$ cat config.mk
export PLATFORM = sky130hd
export DESIGN_NAME = line_clipper_region_codes
export DESIGN_NICKNAME = d
export VERILOG_FILES = /design/src/lcrc_pkg.sv /design/src/lcrc_divider.sv /design/src/lcrc_datapath.sv /design/src/lcrc_ctrl.sv /design/src/line_clipper_region_codes.sv
export SDC_FILE = /design/constraint.sdc
export NUM_CORES = 1
export LEC_CHECK = 0
export BUFFER_PORTS_ARGS = -buffer_cell sky130_fd_sc_hd__buf_2
export CAP_MARGIN = 25
export CORE_MARGIN = 5
export CORE_UTILIZATION = 30
export DETAILED_ROUTE_END_ITERATION = 10
export PLACE_DENSITY_LB_ADDON = 0.05
export SLEW_MARGIN = 30
export SYNTH_ARGS = -nofsm -noshare
export SYNTH_HDL_FRONTEND = slang
export SYNTH_HIERARCHICAL = 1
export SYNTH_SLANG_ARGS = --single-unit
export TNS_END_PERCENT = 5
$ cat constraint.sdc
create_clock -name clock -period 9.7 [get_ports clock]
set_input_delay 0 -clock clock [delete_from_list [all_inputs] [get_ports clock]]
set_output_delay 0 -clock clock [all_outputs]
set_load 0.005 [all_outputs]
$ cat src/lcrc_pkg.sv
// Package: shared types, constants and command/status structs of the line clipper.
`timescale 1ns / 1ps
package lcrc_pkg;
   localparam int COORD_BITS = 16;
   // internal width holds any input coordinate and any window edge
   localparam int INT_BITS = (COORD_BITS > 16) ? COORD_BITS : 16;
   localparam int CNT_BITS = $clog2(INT_BITS + 1);
   localparam int CSR_BITS = 15;
   localparam int CSR_IDX_BITS = 2;
   localparam int MOVE_BITS = 3;
   localparam logic [MOVE_BITS-1:0] MAX_MOVES = 3'd4;

   localparam logic [CSR_IDX_BITS-1:0] CSR_WINDOW_WIDTH  = 2'd0;
   localparam logic [CSR_IDX_BITS-1:0] CSR_WINDOW_HEIGHT = 2'd1;
   localparam logic [CSR_BITS-1:0] WINDOW_WIDTH_RESET  = 15'd200;
   localparam logic [CSR_BITS-1:0] WINDOW_HEIGHT_RESET = 15'd200;

   // region code bits
   localparam int CODE_TOP    = 3;
   localparam int CODE_BOTTOM = 2;
   localparam int CODE_RIGHT  = 1;
   localparam int CODE_LEFT   = 0;

   typedef logic signed [COORD_BITS-1:0] coord_type;
   typedef logic signed [INT_BITS-1:0]   icoord_type;
   typedef logic signed [INT_BITS:0]     diff_type;
   typedef logic [INT_BITS-1:0]          mag_type;
   typedef logic [2*INT_BITS-1:0]        prod_type;

   typedef struct packed {
      coord_type start_x;
      coord_type start_y;
      coord_type end_x;
      coord_type end_y;
   } req_type;

   typedef struct packed {
      logic      accepted;
      coord_type clip_start_x;
      coord_type clip_start_y;
      coord_type clip_end_x;
      coord_type clip_end_y;
   } rsp_type;

   typedef struct packed {
      logic load;
      logic setup;
      logic mul;
      logic div_start;
      logic apply;
      logic finish;
      logic accept;
   } cmd_type;

   typedef struct packed {
      logic accept_now;
      logic reject_now;
      logic den_zero;
      logic div_done;
   } status_type;
endpackage

$ cat src/lcrc_divider.sv
// Restoring divider, one quotient bit per cycle, for the clip interpolation.
`timescale 1ns / 1ps
module lcrc_divider (
   input  logic                     clock,
   input  logic                     reset,
   input  logic                     start,
   input  lcrc_pkg::prod_type       dividend,
   input  lcrc_pkg::mag_type        divisor,
   output lcrc_pkg::mag_type        quotient,
   output logic                     done
);
   import lcrc_pkg::*;

   mag_type rem_ff, rem_in;
   mag_type low_ff, low_in;
   mag_type div_ff, div_in;
   logic [CNT_BITS-1:0] cnt_ff, cnt_in;
   logic run_ff, run_in;
   logic done_ff, done_in;
   logic [INT_BITS:0] rem_sh;
   logic [INT_BITS:0] rem_sub;
   logic take;

   always_comb begin
      rem_sh  = {rem_ff, low_ff[INT_BITS-1]};
      rem_sub = rem_sh - {1'b0, div_ff};
      take    = !rem_sub[INT_BITS];
      rem_in  = rem_ff;
      low_in  = low_ff;
      div_in  = div_ff;
      cnt_in  = cnt_ff;
      run_in  = run_ff;
      done_in = 1'b0;
      if (start) begin
         // high half is already below the divisor since |b| <= |c|
         rem_in = dividend[2*INT_BITS-1:INT_BITS];
         low_in = dividend[INT_BITS-1:0];
         div_in = divisor;
         cnt_in = CNT_BITS'(INT_BITS);
         run_in = 1'b1;
      end else if (run_ff) begin
         rem_in = take ? rem_sub[INT_BITS-1:0] : rem_sh[INT_BITS-1:0];
         low_in = {low_ff[INT_BITS-2:0], take};
         cnt_in = cnt_ff - 1'b1;
         if (cnt_ff == CNT_BITS'(1)) begin
            run_in  = 1'b0;
            done_in = 1'b1;
         end
      end
   end

   always_ff @(posedge clock) begin
      if (reset) begin
         run_ff  <= 1'b0;
         done_ff <= 1'b0;
         cnt_ff  <= '0;
      end else begin
         run_ff  <= run_in;
         done_ff <= done_in;
         cnt_ff  <= cnt_in;
      end
      rem_ff <= rem_in;
      low_ff <= low_in;
      div_ff <= div_in;
   end

   assign quotient = low_ff;
   assign done     = done_ff;
endmodule

$ cat src/lcrc_datapath.sv
// Datapath: endpoint registers, region codes, operand setup, multiplier and divider.
`timescale 1ns / 1ps
module lcrc_datapath (
   input  logic                              clock,
   input  logic                              reset,
   input  lcrc_pkg::cmd_type                 cmd,
   output lcrc_pkg::status_type              status,
   input  lcrc_pkg::req_type                 req_item,
   output lcrc_pkg::rsp_type                 rsp_item,
   input  logic                              csr_we,
   input  logic [lcrc_pkg::CSR_IDX_BITS-1:0] csr_index,
   input  logic [lcrc_pkg::CSR_BITS-1:0]     csr_wdata
);
   import lcrc_pkg::*;

   logic [CSR_BITS-1:0] width_ff, height_ff;
   icoord_type sx_ff, sy_ff, ex_ff, ey_ff;
   icoord_type sx_in, sy_in, ex_in, ey_in;
   mag_type mag_a_ff, mag_b_ff, mag_c_ff;
   logic neg_ff, axis_x_ff, move_start_ff;
   icoord_type p_ff, edge_ff;
   prod_type prod_ff;
   rsp_type rsp_ff;

   logic [3:0] cs, ce, code;
   icoord_type w_ext, h_ext, edge_sel;
   logic axis_x;
   diff_type da, db, dc;
   mag_type quotient;
   logic div_done;
   diff_type q_signed, new_sum;
   icoord_type new_val;

   function automatic logic [3:0] region(icoord_type x, icoord_type y,
                                         icoord_type w, icoord_type h);
      logic [3:0] c;
      c = '0;
      c[CODE_TOP]    = y > h;
      c[CODE_BOTTOM] = y < 0;
      c[CODE_RIGHT]  = x > w;
      c[CODE_LEFT]   = x < 0;
      return c;
   endfunction

   function automatic mag_type magnitude(diff_type d);
      diff_type n;
      n = -d;
      return d[INT_BITS] ? n[INT_BITS-1:0] : d[INT_BITS-1:0];
   endfunction

   always_comb begin
      w_ext  = icoord_type'({1'b0, width_ff});
      h_ext  = icoord_type'({1'b0, height_ff});
      cs     = region(sx_ff, sy_ff, w_ext, h_ext);
      ce     = region(ex_ff, ey_ff, w_ext, h_ext);
      code   = (cs != 4'd0) ? cs : ce;
      axis_x = code[CODE_LEFT] | code[CODE_RIGHT];
      if (axis_x) begin
         edge_sel = code[CODE_LEFT] ? icoord_type'(0) : w_ext;
         da = diff_type'(ey_ff) - diff_type'(sy_ff);
         db = diff_type'(edge_sel) - diff_type'(sx_ff);
         dc = diff_type'(ex_ff) - diff_type'(sx_ff);
      end else begin
         edge_sel = code[CODE_BOTTOM] ? icoord_type'(0) : h_ext;
         da = diff_type'(ex_ff) - diff_type'(sx_ff);
         db = diff_type'(edge_sel) - diff_type'(sy_ff);
         dc = diff_type'(ey_ff) - diff_type'(sy_ff);
      end
      status.accept_now = (cs | ce) == 4'd0;
      status.reject_now = (cs & ce) != 4'd0;
      status.den_zero   = dc == '0;
      status.div_done   = div_done;

      q_signed = neg_ff ? -diff_type'({1'b0, quotient}) : diff_type'({1'b0, quotient});
      new_sum  = diff_type'(p_ff) + q_signed;
      new_val  = new_sum[INT_BITS-1:0];

      sx_in = sx_ff;
      sy_in = sy_ff;
      ex_in = ex_ff;
      ey_in = ey_ff;
      if (cmd.load) begin
         sx_in = icoord_type'(req_item.start_x);
         sy_in = icoord_type'(req_item.start_y);
         ex_in = icoord_type'(req_item.end_x);
         ey_in = icoord_type'(req_item.end_y);
      end else if (cmd.apply) begin
         if (move_start_ff) begin
            sx_in = axis_x_ff ? edge_ff : new_val;
            sy_in = axis_x_ff ? new_val : edge_ff;
         end else begin
            ex_in = axis_x_ff ? edge_ff : new_val;
            ey_in = axis_x_ff ? new_val : edge_ff;
         end
      end
   end

   always_ff @(posedge clock) begin
      if (reset) begin
         width_ff  <= WINDOW_WIDTH_RESET;
         height_ff <= WINDOW_HEIGHT_RESET;
      end else if (csr_we) begin
         if (csr_index == CSR_WINDOW_WIDTH) width_ff <= csr_wdata;
         if (csr_index == CSR_WINDOW_HEIGHT) height_ff <= csr_wdata;
      end
   end

   always_ff @(posedge clock) begin
      sx_ff <= sx_in;
      sy_ff <= sy_in;
      ex_ff <= ex_in;
      ey_ff <= ey_in;
      if (cmd.setup) begin
         mag_a_ff      <= magnitude(da);
         mag_b_ff      <= magnitude(db);
         mag_c_ff      <= magnitude(dc);
         neg_ff        <= da[INT_BITS] ^ db[INT_BITS] ^ dc[INT_BITS];
         axis_x_ff     <= axis_x;
         move_start_ff <= cs != 4'd0;
         p_ff          <= axis_x ? sy_ff : sx_ff;
         edge_ff       <= edge_sel;
      end
      if (cmd.mul) prod_ff <= prod_type'(mag_a_ff) * prod_type'(mag_b_ff);
      if (cmd.finish) begin
         rsp_ff.accepted     <= cmd.accept;
         rsp_ff.clip_start_x <= sx_ff[COORD_BITS-1:0];
         rsp_ff.clip_start_y <= sy_ff[COORD_BITS-1:0];
         rsp_ff.clip_end_x   <= ex_ff[COORD_BITS-1:0];
         rsp_ff.clip_end_y   <= ey_ff[COORD_BITS-1:0];
      end
   end

   lcrc_divider u_divider (
      .clock    (clock),
      .reset    (reset),
      .start    (cmd.div_start),
      .dividend (prod_ff),
      .divisor  (mag_c_ff),
      .quotient (quotient),
      .done     (div_done)
   );

   assign rsp_item = rsp_ff;
endmodule

$ cat src/lcrc_ctrl.sv
// Controller: sequences region checks and up to four clip moves per item.
`timescale 1ns / 1ps
module lcrc_ctrl (
   input  logic                 clock,
   input  logic                 reset,
   input  logic                 start,
   output logic                 busy,
   output logic                 rsp_valid,
   output lcrc_pkg::cmd_type    cmd,
   input  lcrc_pkg::status_type status
);
   import lcrc_pkg::*;

   localparam logic [2:0] ST_IDLE  = 3'd0;
   localparam logic [2:0] ST_CHECK = 3'd1;
   localparam logic [2:0] ST_MUL   = 3'd2;
   localparam logic [2:0] ST_DSTRT = 3'd3;
   localparam logic [2:0] ST_DIV   = 3'd4;

   logic [2:0] state_ff, state_in;
   logic [MOVE_BITS-1:0] moves_ff, moves_in;
   logic valid_ff, valid_in;

   always_comb begin
      state_in = state_ff;
      moves_in = moves_ff;
      valid_in = 1'b0;
      cmd      = '0;
      unique case (state_ff)
         ST_IDLE: begin
            if (start) begin
               cmd.load = 1'b1;
               moves_in = '0;
               state_in = ST_CHECK;
            end
         end
         ST_CHECK: begin
            priority if (status.accept_now) begin
               cmd.finish = 1'b1;
               cmd.accept = 1'b1;
               valid_in   = 1'b1;
               state_in   = ST_IDLE;
            end else if (status.reject_now || moves_ff == MAX_MOVES || status.den_zero) begin
               cmd.finish = 1'b1;
               valid_in   = 1'b1;
               state_in   = ST_IDLE;
            end else begin
               cmd.setup = 1'b1;
               moves_in  = moves_ff + 1'b1;
               state_in  = ST_MUL;
            end
         end
         ST_MUL: begin
            cmd.mul  = 1'b1;
            state_in = ST_DSTRT;
         end
         ST_DSTRT: begin
            cmd.div_start = 1'b1;
            state_in      = ST_DIV;
         end
         ST_DIV: begin
            if (status.div_done) begin
               cmd.apply = 1'b1;
               state_in  = ST_CHECK;
            end
         end
         default: state_in = ST_IDLE;
      endcase
   end

   always_ff @(posedge clock) begin
      if (reset) begin
         state_ff <= ST_IDLE;
         moves_ff <= '0;
         valid_ff <= 1'b0;
      end else begin
         state_ff <= state_in;
         moves_ff <= moves_in;
         valid_ff <= valid_in;
      end
   end

   assign busy      = state_ff != ST_IDLE;
   assign rsp_valid = valid_ff;
endmodule

$ cat src/line_clipper_region_codes.sv
// Top level of the region-code line clipper.
//
//   channel  ports                          handshake
//   request  start, busy, req_item          accepted when start && !busy
//   result   rsp_valid, rsp_item            one-cycle strobe, no backpressure
//   config   csr_we, csr_index, csr_wdata   written when csr_we
//
// An item is checked, then takes up to four endpoint moves, each of setup,
// multiply, divider start and divide. The shared one-bit-a-cycle divider
// sets the cost of each move. Busy is high from acceptance to the result
// strobe; busy falls in the cycle the strobe shows. Synchronous reset sets
// the window to 200 x 200 and idles the controller. The receiver cannot stall.
`timescale 1ns / 1ps
module line_clipper_region_codes (
   input  logic                              clock,
   input  logic                              reset,
   input  logic                              start,
   output logic                              busy,
   input  lcrc_pkg::req_type                 req_item,
   output logic                              rsp_valid,
   output lcrc_pkg::rsp_type                 rsp_item,
   input  logic                              csr_we,
   input  logic [lcrc_pkg::CSR_IDX_BITS-1:0] csr_index,
   input  logic [lcrc_pkg::CSR_BITS-1:0]     csr_wdata
);
   import lcrc_pkg::*;

   cmd_type    cmd;
   status_type status;
   logic       accept_item;

   // a start while busy is ignored
   assign accept_item = start & !busy;

   lcrc_ctrl u_ctrl (
      .clock     (clock),
      .reset     (reset),
      .start     (accept_item),
      .busy      (busy),
      .rsp_valid (rsp_valid),
      .cmd       (cmd),
      .status    (status)
   );

   lcrc_datapath u_datapath (
      .clock     (clock),
      .reset     (reset),
      .cmd       (cmd),
      .status    (status),
      .req_item  (req_item),
      .rsp_item  (rsp_item),
      .csr_we    (csr_we),
      .csr_index (csr_index),
      .csr_wdata (csr_wdata)
   );
endmodule

==> reports/results.ini, run 1 <==
[grt]
grt_max_degree = 57
grtUsageMet2_pct = 36.67
grt_usage_pct = 19.73
met1_usage_pct = 24.74
grt_pass1_vias = 23740
antenna_found_initial = 3
grt_first_pass_wirelength_mm = 154.4
busiest_layer = met2
overflow = 0
grt_use_met3_pct = 1.883

[floorplan]
rows = 114
fp.dieH_microns = 322.9
start_util_pct = 30.28
die_x_microns = 322.9
dieArea_sq_um = 104300
core_sq_um = 96990
boundaryPins = 152

[yosys]
async_reset_ff_share_pct = 0
syn-num-nets = 3592
syn_inst = 3037
ys_top_cells_by_area = edfxtp_1 (30%), fa_1 (14%), ha_1 (12%), inv_1 (5.2%), nand2_1 (4.5%)
syn-cell-area_sq_um = 29370
yosys_warnings = 6
avgSynthCellArea_sq_um = 9.671
yosys.area.top_type = edfxtp_1
dominantRegCellSynth = edfxtp_1
synth_top_cells_by_count = inv_1 (404), nand2_1 (354), edfxtp_1 (291), ha_1 (270), a21oi_1 (211)
yosysMostFrequentCell = inv_1
ys_types = 98
ys_seq_area_share_pct = 32.75
ys_ff_latch = 335
synth_top_area_share_pct = 29.75
synth-edff-count = 291

[outcome]
status = finished clean

[worst_setup_path]
critical_path.top_delay_family = adder cells
crit_path_end_kind = register
crit_chain = nand2_1 > fa_1 > inv_1 > fa_1 > inv_1 > fa_1 > inv_1 > fa_1 > inv_1 > fa_1 > inv_1 > fa_1 > ha_1 > and4_1 > a221o_1 > a21oi_1 > o31ai_1 > o41a_1 > a2111o_1 > a21o_1 > a21oi_1 > xnor2_1
path_class = reg -> reg
critical_path_required_ps = 10040
crit_arrival_ps = 7700
slowest_stage = edfxtp_1
critPathMaxStageDelay_ps = 800
critPathLaunchType = register
cp_max_fo = 16
cp_common_cell = fa_1
crit_buf_inv = 5

[final_layout]
multiInputGateArea_sq_um = 17810
syn2layout_area_growth_pct = 15.03
seqCellArea_sq_um = 9619
fin_util_pct = 34.83
fill_cells = 9922
final_nets = 3803
drive_gt1_share_pct = 10.21
antennaDiodeCount = 0

[place]
dp_hpwl_mm = 83.29
gp_congestion = 0.9179
numPortBuffers = 151

[clock_network]
cts_buffer_depth = 3
cts_tree = done
cts_max_level = 2
cts.sinks = 335
cts_hold_buf = 84
cts_setup_buffers = 0
post_cts_resized = 0
cts.clk_slew.worst_paths_ps = 80
clk-insertion-delay-late_ps = 600
numCtsBuffers = 45
root_buffer = clkbuf_16

[drt]
firstDrtPassIters = 5
detail-route-antenna-nets = 0
vias = 22960
drt_iter0_markers = 1291
route.detailed.drc = 0
wl_per_cell_microns = 22.89
vias_per_cell = 5.038
wirelength_mm = 104.3

[timing]
tns_ps = 0
hold_violations = 0
finalSetupViolCount = 0
skew_ps = 35.21
finalMaxSlewViolations = 0
period_share_pct = 75.91
max_freq_ghz = 0.1358
slew_headroom_pct = 37.63
holdWs_ps = 97.46
period_needed_ps = 7363
rsz0062_at_grt = false
tightest_slew_ps = 929.3

[flow_run]
max_cap_viol_count = 0

[hold_path]
hold_path.class = in -> reg

## area by class of cell
| type | instances | share of cell area [%] |
|---|---|---|
| repair buffers | 264 | 5.385 |
| inverters | 409 | 4.544 |
| clock inverters | 19 | 0.4889 |
| well taps | 1276 | 4.726 |
| clock buffers | 61 | 3.670 |
| flip-flops and latches | 335 | 28.47 |
| multi-input cells | 2193 | 52.71 |
## cell families after synthesis
family          count (synthesis)  share of synthesized area [%]
simple gates                  889                          14.69
compound gates                624                          13.89
buf+inv                       509                          6.812
fa+ha+maj                     470                          25.14
flops                         335                          32.75
xor+xnor                      140                          4.175
mux                            70                          2.548
## metrics by stage
stage / instance area (sq um) / worst slack [ps] / std cells
finish: 33780 / 2337 / 4557
global route: 33780 / 1983 / 4557
CTS: 33770 / 2281 / 4556
detailed placement: 31520 / 2345 / 4392
global placement: 31510 / 2392 / 4392
floorplan: 29370 / 2046 / 3037
## worst register-to-register path, stage by stage, from the launching register on
cell and delay [ps]:
edfxtp_1 800, nand2_1 190, fa_1 580, inv_1 50
fa_1 480, inv_1 60, fa_1 500, inv_1 50
fa_1 540, inv_1 50, fa_1 480, inv_1 50
fa_1 460, ha_1 390, and4_1 230, a221o_1 350
a21oi_1 370, o31ai_1 180, o41a_1 480, a2111o_1 420
a21o_1 160, a21oi_1 170, xnor2_1 80
## layer usage
layer  wire, microns  vias to the layer above
met3            3252                      105
met5               0                        -
met4            2567                        0
met2           54060                      499
li1                -                    10890
met1           44410                    11470
## placed cells by master, fill, tap and decap left out, types with 9 or more instances in the layout
cell type / instances
a211o_1: 18
a211oi_1: 37
a21o_1: 56
a21oi_1: 210
a31oi_1: 31
and2_1: 131
and3_1: 17
buf_2: 150
buf_4: 29
clkbuf_1: 11
clkbuf_16: 47
dfxtp_1: 44
dlygate4sd3_1: 85
edfxtp_1: 291
fa_1: 200
ha_1: 270
inv_1: 404
mux2_2: 35
mux2i_1: 33
nand2_1: 354
nand2b_1: 20
nand3_1: 38
nand3b_1: 9
nand4_1: 16
nor2_1: 144
nor2b_1: 14
nor3_1: 58
o211ai_1: 20
o21a_1: 38
o21ai_0: 87
o21bai_1: 13
o31a_1: 11
o31ai_1: 16
or2_2: 10
or3_1: 24
xnor2_1: 98
xor2_1: 42
## final timing paths
path	slack, ps	cells after the start	start	endpoint
worst max-delay path	2340	22	u_datapath/mag_a_ff[10]	u_datapath/prod_ff[30]
worst min-delay path	100	4	csr_index[0]	u_datapath/width_ff[5]
worst max register to register	2340	22	u_datapath/mag_a_ff[10]	u_datapath/prod_ff[30]
worst min register to register	410	0	u_datapath/mag_c_ff[2]	u_datapath/u_divider/div_ff[2]
## flip-flops by register name, summed over array words and instances (netlist names), 3 cells and up
register                       count
u_datapath/rsp_item               65
u_datapath/prod_ff                32
u_datapath/ex_ff                  16
u_datapath/ey_ff                  16
u_datapath/mag_a_ff               16
u_datapath/mag_b_ff               16
u_datapath/mag_c_ff               16
u_datapath/p_ff                   16
u_datapath/sx_ff                  16
u_datapath/sy_ff                  16
u_datapath/u_divider/div_ff       16
u_datapath/u_divider/quotient     16
u_datapath/u_divider/rem_ff       16
u_datapath/edge_ff                15
u_datapath/height_ff              15
u_datapath/width_ff               15
u_datapath/u_divider/cnt_ff        5
u_ctrl/moves_ff                    3
u_ctrl/state_ff                    3
Power of run 1 is left out: the tool's default activity adds up to more than one toggle a clock period on the data nets, which glitch-free logic cannot reach.
==> inputs of run 2 (changes only) <==
--- a/config.mk
+++ b/config.mk
@@ -5,6 +5,7 @@
 export SDC_FILE = /design/constraint.sdc
 export NUM_CORES = 1
 export LEC_CHECK = 0
+export ABC_AREA = 1
 export BUFFER_PORTS_ARGS = -buffer_cell sky130_fd_sc_hd__buf_2
 export CAP_MARGIN = 25
 export CORE_MARGIN = 5
==> constraint.sdc (replaced) <==
create_clock -name clock -period 7.08 [get_ports clock]
set_input_delay 0 -clock clock [delete_from_list [all_inputs] [get_ports clock]]
set_output_delay 0 -clock clock [all_outputs]
set_load 0.005 [all_outputs]
==> reports/results.ini, run 2 <==
[outcome]
status = finished clean

[worst_setup_path]
critical_path_required_ps = 7410  ; -2630 ps
crit_path_end_kind = register
cp_max_fo = 16  ; unchanged
slowest_stage = edfxtp_1
critPathMaxStageDelay_ps = 760  ; -40 ps
critPathLaunchType = register
crit_chain = nand2_1 > fa_1 > inv_1 > fa_1 > inv_1 > fa_1 > fa_1 > fa_1 > fa_1 > inv_1 > ha_1 > a21oi_1 > o21ai_0 > a21oi_1 > o21ai_0 > a21boi_0 > o21bai_1 > a21oi_1 > xnor2_1
cp_common_cell = fa_1
path_class = reg -> reg
crit_arrival_ps = 6580  ; -1120 ps

[grt]
antenna_found_initial = 1  ; -2
grt_max_degree = 66  ; +16%
grt_pass1_vias = 24520  ; +3.3%
grt_first_pass_wirelength_mm = 156.6  ; +1.4%
grt_usage_pct = 19.98  ; +0.25 points
overflow = 0  ; unchanged

[yosys]
syn_inst = 3585  ; +18%
ys_types = 62  ; -37%
dominantRegCellSynth = edfxtp_1
syn-num-nets = 4140  ; +15%
ys_ff_latch = 335  ; unchanged
async_reset_ff_share_pct = 0  ; unchanged
avgSynthCellArea_sq_um = 8.257  ; -15%
synth_top_area_share_pct = 29.52  ; -0.23 points
syn-cell-area_sq_um = 29600  ; +0.79%
yosys_warnings = 6  ; unchanged
synth_top_cells_by_count = nand2_1 (1047), inv_1 (668), edfxtp_1 (291), ha_1 (270), fa_1 (200)
yosysMostFrequentCell = nand2_1
synth-edff-count = 291  ; unchanged
ys_seq_area_share_pct = 32.50  ; -0.26 points
yosys.area.top_type = edfxtp_1
ys_top_cells_by_area = edfxtp_1 (30%), fa_1 (14%), nand2_1 (13%), ha_1 (11%), inv_1 (8.5%)

[final_layout]
final_cell_mix = nand2_1 (1046), inv_1 (667), edfxtp_1 (291), ha_1 (270), fa_1 (200)
final_nets = 4349  ; +14%
drive_gt1_share_pct = 8.989  ; -1.2 points
fin_area_sq_um = 34070  ; +0.84%
final_common_cell = nand2_1
fin_util_pct = 34.72  ; -0.11 points
largest_register_ffs = 65  ; unchanged
syn2layout_area_growth_pct = 15.08  ; about the same

[timing]
slew_headroom_pct = 34.79  ; -2.8 points
period_needed_ps = 6254  ; -1110 ps
skew_ps = 20.86  ; -14.34 ps
tightest_slew_ps = 978.2  ; +48.93 ps
rsz0062_at_grt = false
finalMaxSlewViolations = 0  ; unchanged
hold_violations = 0  ; unchanged
finalSetupViolCount = 0  ; unchanged
period_share_pct = 88.33  ; +12 points
tns_ps = 0  ; unchanged
max_freq_ghz = 0.1599  ; +18%

[drt]
firstDrtPassIters = 7  ; +2
wirelength_mm = 105.0  ; +0.70%
vias_per_cell = 4.608  ; -8.5%
detail-route-antenna-nets = 0  ; unchanged
route.detailed.drc = 0  ; unchanged
drt_iter0_markers = 1315  ; +1.9%
wl_per_cell_microns = 20.53  ; -10%
vias = 23570  ; +2.7%

[floorplan]
core_sq_um = 98130  ; +1.2%
die_x_microns = 324.1  ; +0.38%
fp.dieH_microns = 324.1  ; +0.38%
boundaryPins = 152  ; unchanged
start_util_pct = 30.17  ; -0.11 points
dieArea_sq_um = 105100  ; +0.77%
rows = 115  ; +0.88%

[clock_network]
post_cts_resized = 0  ; unchanged
cts.sinks = 335  ; unchanged
cts_buffer_depth = 3  ; unchanged
clk-insertion-delay-late_ps = 590  ; about the same
cts_tree = done
numCtsBuffers = 43  ; -4.4%
root_buffer = clkbuf_16
cts_setup_buffers = 0  ; unchanged
cts_max_level = 2  ; unchanged
cts.clk_slew.worst_paths_ps = 60  ; -20 ps

[hold_path]
hold_path.class = in -> reg

[place]
gp_congestion = 0.8842  ; -3.7%
placed_area_sq_um = 31860  ; +1.1%
numPortBuffers = 151  ; unchanged
dp_hpwl_mm = 87.02  ; +4.5%

[flow_run]
max_cap_viol_count = 0  ; unchanged

[run 2: cell count changes in the layout (fill, tap and decap cells not counted), sizes merged, moves of 35 or more]
| cell | change |
|---|---|
| xor2 | +47 |
| and2 | -126 |
| a21oi | -56 |
| inv | +274 |
| nand3 | +98 |
| xnor2 | -46 |
| nand2 | +728 |
| mux2 | -35 |
| a211oi | -37 |
| mux2i | -35 |
| a21o | -42 |
[run 2: final timing paths]
check                           slack [ps]                     from  cells after the start                         endpoint
worst max register to register         830   u_datapath/mag_a_ff[7]                     19           u_datapath/prod_ff[26]
worst max-delay path                   830   u_datapath/mag_a_ff[7]                     19           u_datapath/prod_ff[26]
worst min-delay path                   200             csr_wdata[3]                      4          u_datapath/height_ff[3]
worst min register to register         420  u_datapath/mag_c_ff[12]                      0  u_datapath/u_divider/div_ff[12]
[run 2: worst max-delay path, delay by kind of cell (launching register included)]
| kind | cells | cell delay [ps] |
|---|---|---|
| AOI/OAI and AO/OA | 7 | 1440 |
| DFF | 1 | 760 |
| xor gates and xnor gates | 1 | 140 |
| buffers and inverters | 3 | 140 |
| and+or+nand+nor | 1 | 160 |
| adders and majority gates | 7 | 3360 |
[run 2: metal layers]
layer	part of all wire (%)	GRT usage, %	up-vias
li1	-	-	11730
met5	0	0	-
met3	2.9	1.978	99
met2	49	35.56	387
met4	2.4	4.506	0
met1	46	26.39	11350
[run 2: kinds of logic (layout without fill, tap and decap cells)]
logic type	count (synthesis)	in the layout	share of synthesized area, %
fa+ha+maj	470	470	24.94
xor+xnor	141	141	4.197
flops	335	335	32.50
other cells	0	1	0
buf+inv	799	1041	10.45
compound gates	387	387	7.473
simple gates	1453	1453	20.44
[run 2: per-stage QoR]
stage          setup WS (ps)  hold WS [ps]  instances
2_1_floorplan          497.5         69.07       3585
3_3_place_gp           844.8         243.9       4951
3_5_place_dp           789.0         250.3       4951
4_1_cts                798.1         166.0       5114
5_1_grt                386.2         217.7       5114
6_report               826.4         204.9       5115
[run 2: repair_timing]
action / CTS / global route
endpoints found under the setup margin: 0 / 0
hold buffers: 85 / 0
endpoints found under the hold margin: 103 / 0
[run 2: cell type report]
cell class	instances	area, sq um
multi-input combinational	2451	16940
inverter	684	2569
fill	10360	64070
clock buffer	58	1142
timing repair buffer	279	1979
tap	1287	1610
clock inverter	20	209.0
antenna	1	2.502
sequential	335	9619
Power of run 2 is left out for the same reason.
==> inputs of run 3 (changes only) <==
--- a/config.mk
+++ b/config.mk
@@ -10,9 +10,10 @@
 export CAP_MARGIN = 25
 export CORE_MARGIN = 5
 export CORE_UTILIZATION = 30
+export CTS_BUF_LIST = sky130_fd_sc_hd__clkbuf_2
 export DETAILED_ROUTE_END_ITERATION = 10
 export PLACE_DENSITY_LB_ADDON = 0.05
-export SLEW_MARGIN = 30
+export SLEW_MARGIN = 20
 export SYNTH_ARGS = -nofsm -noshare
 export SYNTH_HDL_FRONTEND = slang
 export SYNTH_HIERARCHICAL = 1
==> reports/results.ini, run 3 (synthesis results as in run 2) <==
[clock_network]
cts.clk_slew.worst_paths_ps = 110  ; +50 ps
root_buffer = clkbuf_2
clk-insertion-delay-late_ps = 1230  ; +640 ps
cts_buffer_depth = 3  ; unchanged
cts_setup_buffers = 0  ; unchanged
numCtsBuffers = 96  ; +120%
cts_max_level = 3  ; +1
cts.sinks = 335  ; unchanged
cts_tree = done

[grt]
grt_first_pass_wirelength_mm = 159.3  ; +1.7%
grt_usage_pct = 20.38  ; +0.40 points
overflow = 0  ; unchanged
grt_max_degree = 66  ; unchanged
antenna_found_initial = 3  ; +2
grt_pass1_vias = 25700  ; +4.8%

[place]
gp_congestion = 0.8842  ; unchanged
numPortBuffers = 151  ; unchanged
dp_hpwl_mm = 87.02  ; unchanged

[worst_setup_path]
r2r_slack_ps = 870  ; +40 ps
critPathLaunchType = register
cp_max_fo = 16  ; unchanged
critical_path_required_ps = 8030  ; +620 ps
crit_path_end_kind = register
path_class = reg -> reg
crit_arrival_ps = 7160  ; +580 ps

[floorplan]
dieArea_sq_um = 105100  ; unchanged
boundaryPins = 152  ; unchanged
start_util_pct = 30.17  ; unchanged
fp.dieH_microns = 324.1  ; unchanged
die_x_microns = 324.1  ; unchanged
core_sq_um = 98130  ; unchanged
rows = 115  ; unchanged

[timing]
period_share_pct = 87.71  ; -0.62 points
hold_violations = 0  ; unchanged
max_freq_ghz = 0.1610  ; +0.70%
period_needed_ps = 6210  ; -43.71 ps
finalSetupViolCount = 0  ; unchanged
holdWs_ps = 191.8  ; -13.09 ps
rsz0062_at_grt = false
skew_ps = 128.6  ; +107.7 ps
finalMaxSlewViolations = 0  ; unchanged
tns_ps = 0  ; unchanged
slew_headroom_pct = 33.68  ; -1.1 points
tightest_slew_ps = 994.9  ; +16.66 ps

[drt]
vias_per_cell = 4.580  ; -0.60%
firstDrtPassIters = 5  ; -2
wirelength_mm = 106.4  ; +1.3%
detail-route-antenna-nets = 0  ; unchanged
wl_per_cell_microns = 19.83  ; -3.4%
wl_met3_mm = 3.702  ; +21%
dr_wl_met2_mm = 51.69  ; +0.11%
drt_iter0_markers = 1290  ; -1.9%
wl_met1_mm = 47.76  ; -0.13%
vias = 24580  ; +4.3%
route.detailed.drc = 0  ; unchanged
maxUsedRoutingLayer = met4

[final_layout]
syn2layout_area_growth_pct = 18.85
final_nets = 4561  ; +4.9%
final_cell_mix = nand2_1 (1046), inv_1 (667), edfxtp_1 (291), ha_1 (270), dlygate4sd3_1 (244)
final_common_cell = nand2_1
drive_gt1_share_pct = 10.86  ; +1.9 points
largest_register_ffs = 65  ; unchanged

[flow_run]
max_cap_viol_count = 0  ; unchanged

[hold_path]
hold_path.class = in -> reg

[outcome]
status = finished clean

-- run 3: layout make-up --
class                   instances  area, sq um
well taps                    1287         1610
clock inverters                28        158.9
clock buffers                 143        715.7
fillers                     10380        62950
repair buffers                438         3571
flip-flops and latches        335         9619
inverters                     684         2569
diodes                          1        2.502
multi-input cells            2451        16940
-- run 3: layer usage --
| layer | track usage, % | vias to the layer above |
|---|---|---|
| met2 | 35.68 | 467 |
| met4 | 6.505 | 0 |
| met1 | 26.24 | 11760 |
| li1 | - | 12220 |
| met3 | 2.652 | 136 |
| met5 | 0 | - |
-- run 3: repair_timing --
action | 4_1_cts | 5_1_grt
hold buffers | 244 | 0
hold endpoints to repair | 140 | 0
resized for setup | 0 | 0
-- run 3: through the flow --
stage | area [sq um] | instances | util, % | setup WS (ps)
global placement | 31860 | 4951 | 32.47 | 844.8
detailed placement | 31860 | 4951 | 32.47 | 789.0
finish | 35180 | 5367 | 35.85 | 870.1
CTS | 35180 | 5366 | 35.85 | 823.5
global route | 35180 | 5367 | 35.85 | 400.8
floorplan | 29600 | 3585 | - | 497.5
-- run 3: final timing paths --
check | start | to | depth (start not counted)
worst min-delay path | csr_wdata[0] | u_datapath/width_ff[0] | 5
worst max-delay path | u_datapath/mag_a_ff[7] | u_datapath/prod_ff[26] | 19
worst max register to register | u_datapath/mag_a_ff[7] | u_datapath/prod_ff[26] | 19
worst min register to register | u_datapath/mag_c_ff[5] | u_datapath/u_divider/div_ff[5] | 0
-- run 3: critical path, cell delays in order, from the launching register on --
cell and delay (ps):
edfxtp_1 760, nand2_1 170, fa_1 560, inv_1 50, fa_1 470, inv_1 50
fa_1 490, fa_1 570, fa_1 430, fa_1 490, inv_1 40, ha_1 350
a21oi_1 110, o21ai_0 220, a21oi_1 110, o21ai_0 360, a21boi_0 220, o21bai_1 270
a21oi_1 120, xnor2_1 140
Power of run 3 is left out for the same reason.
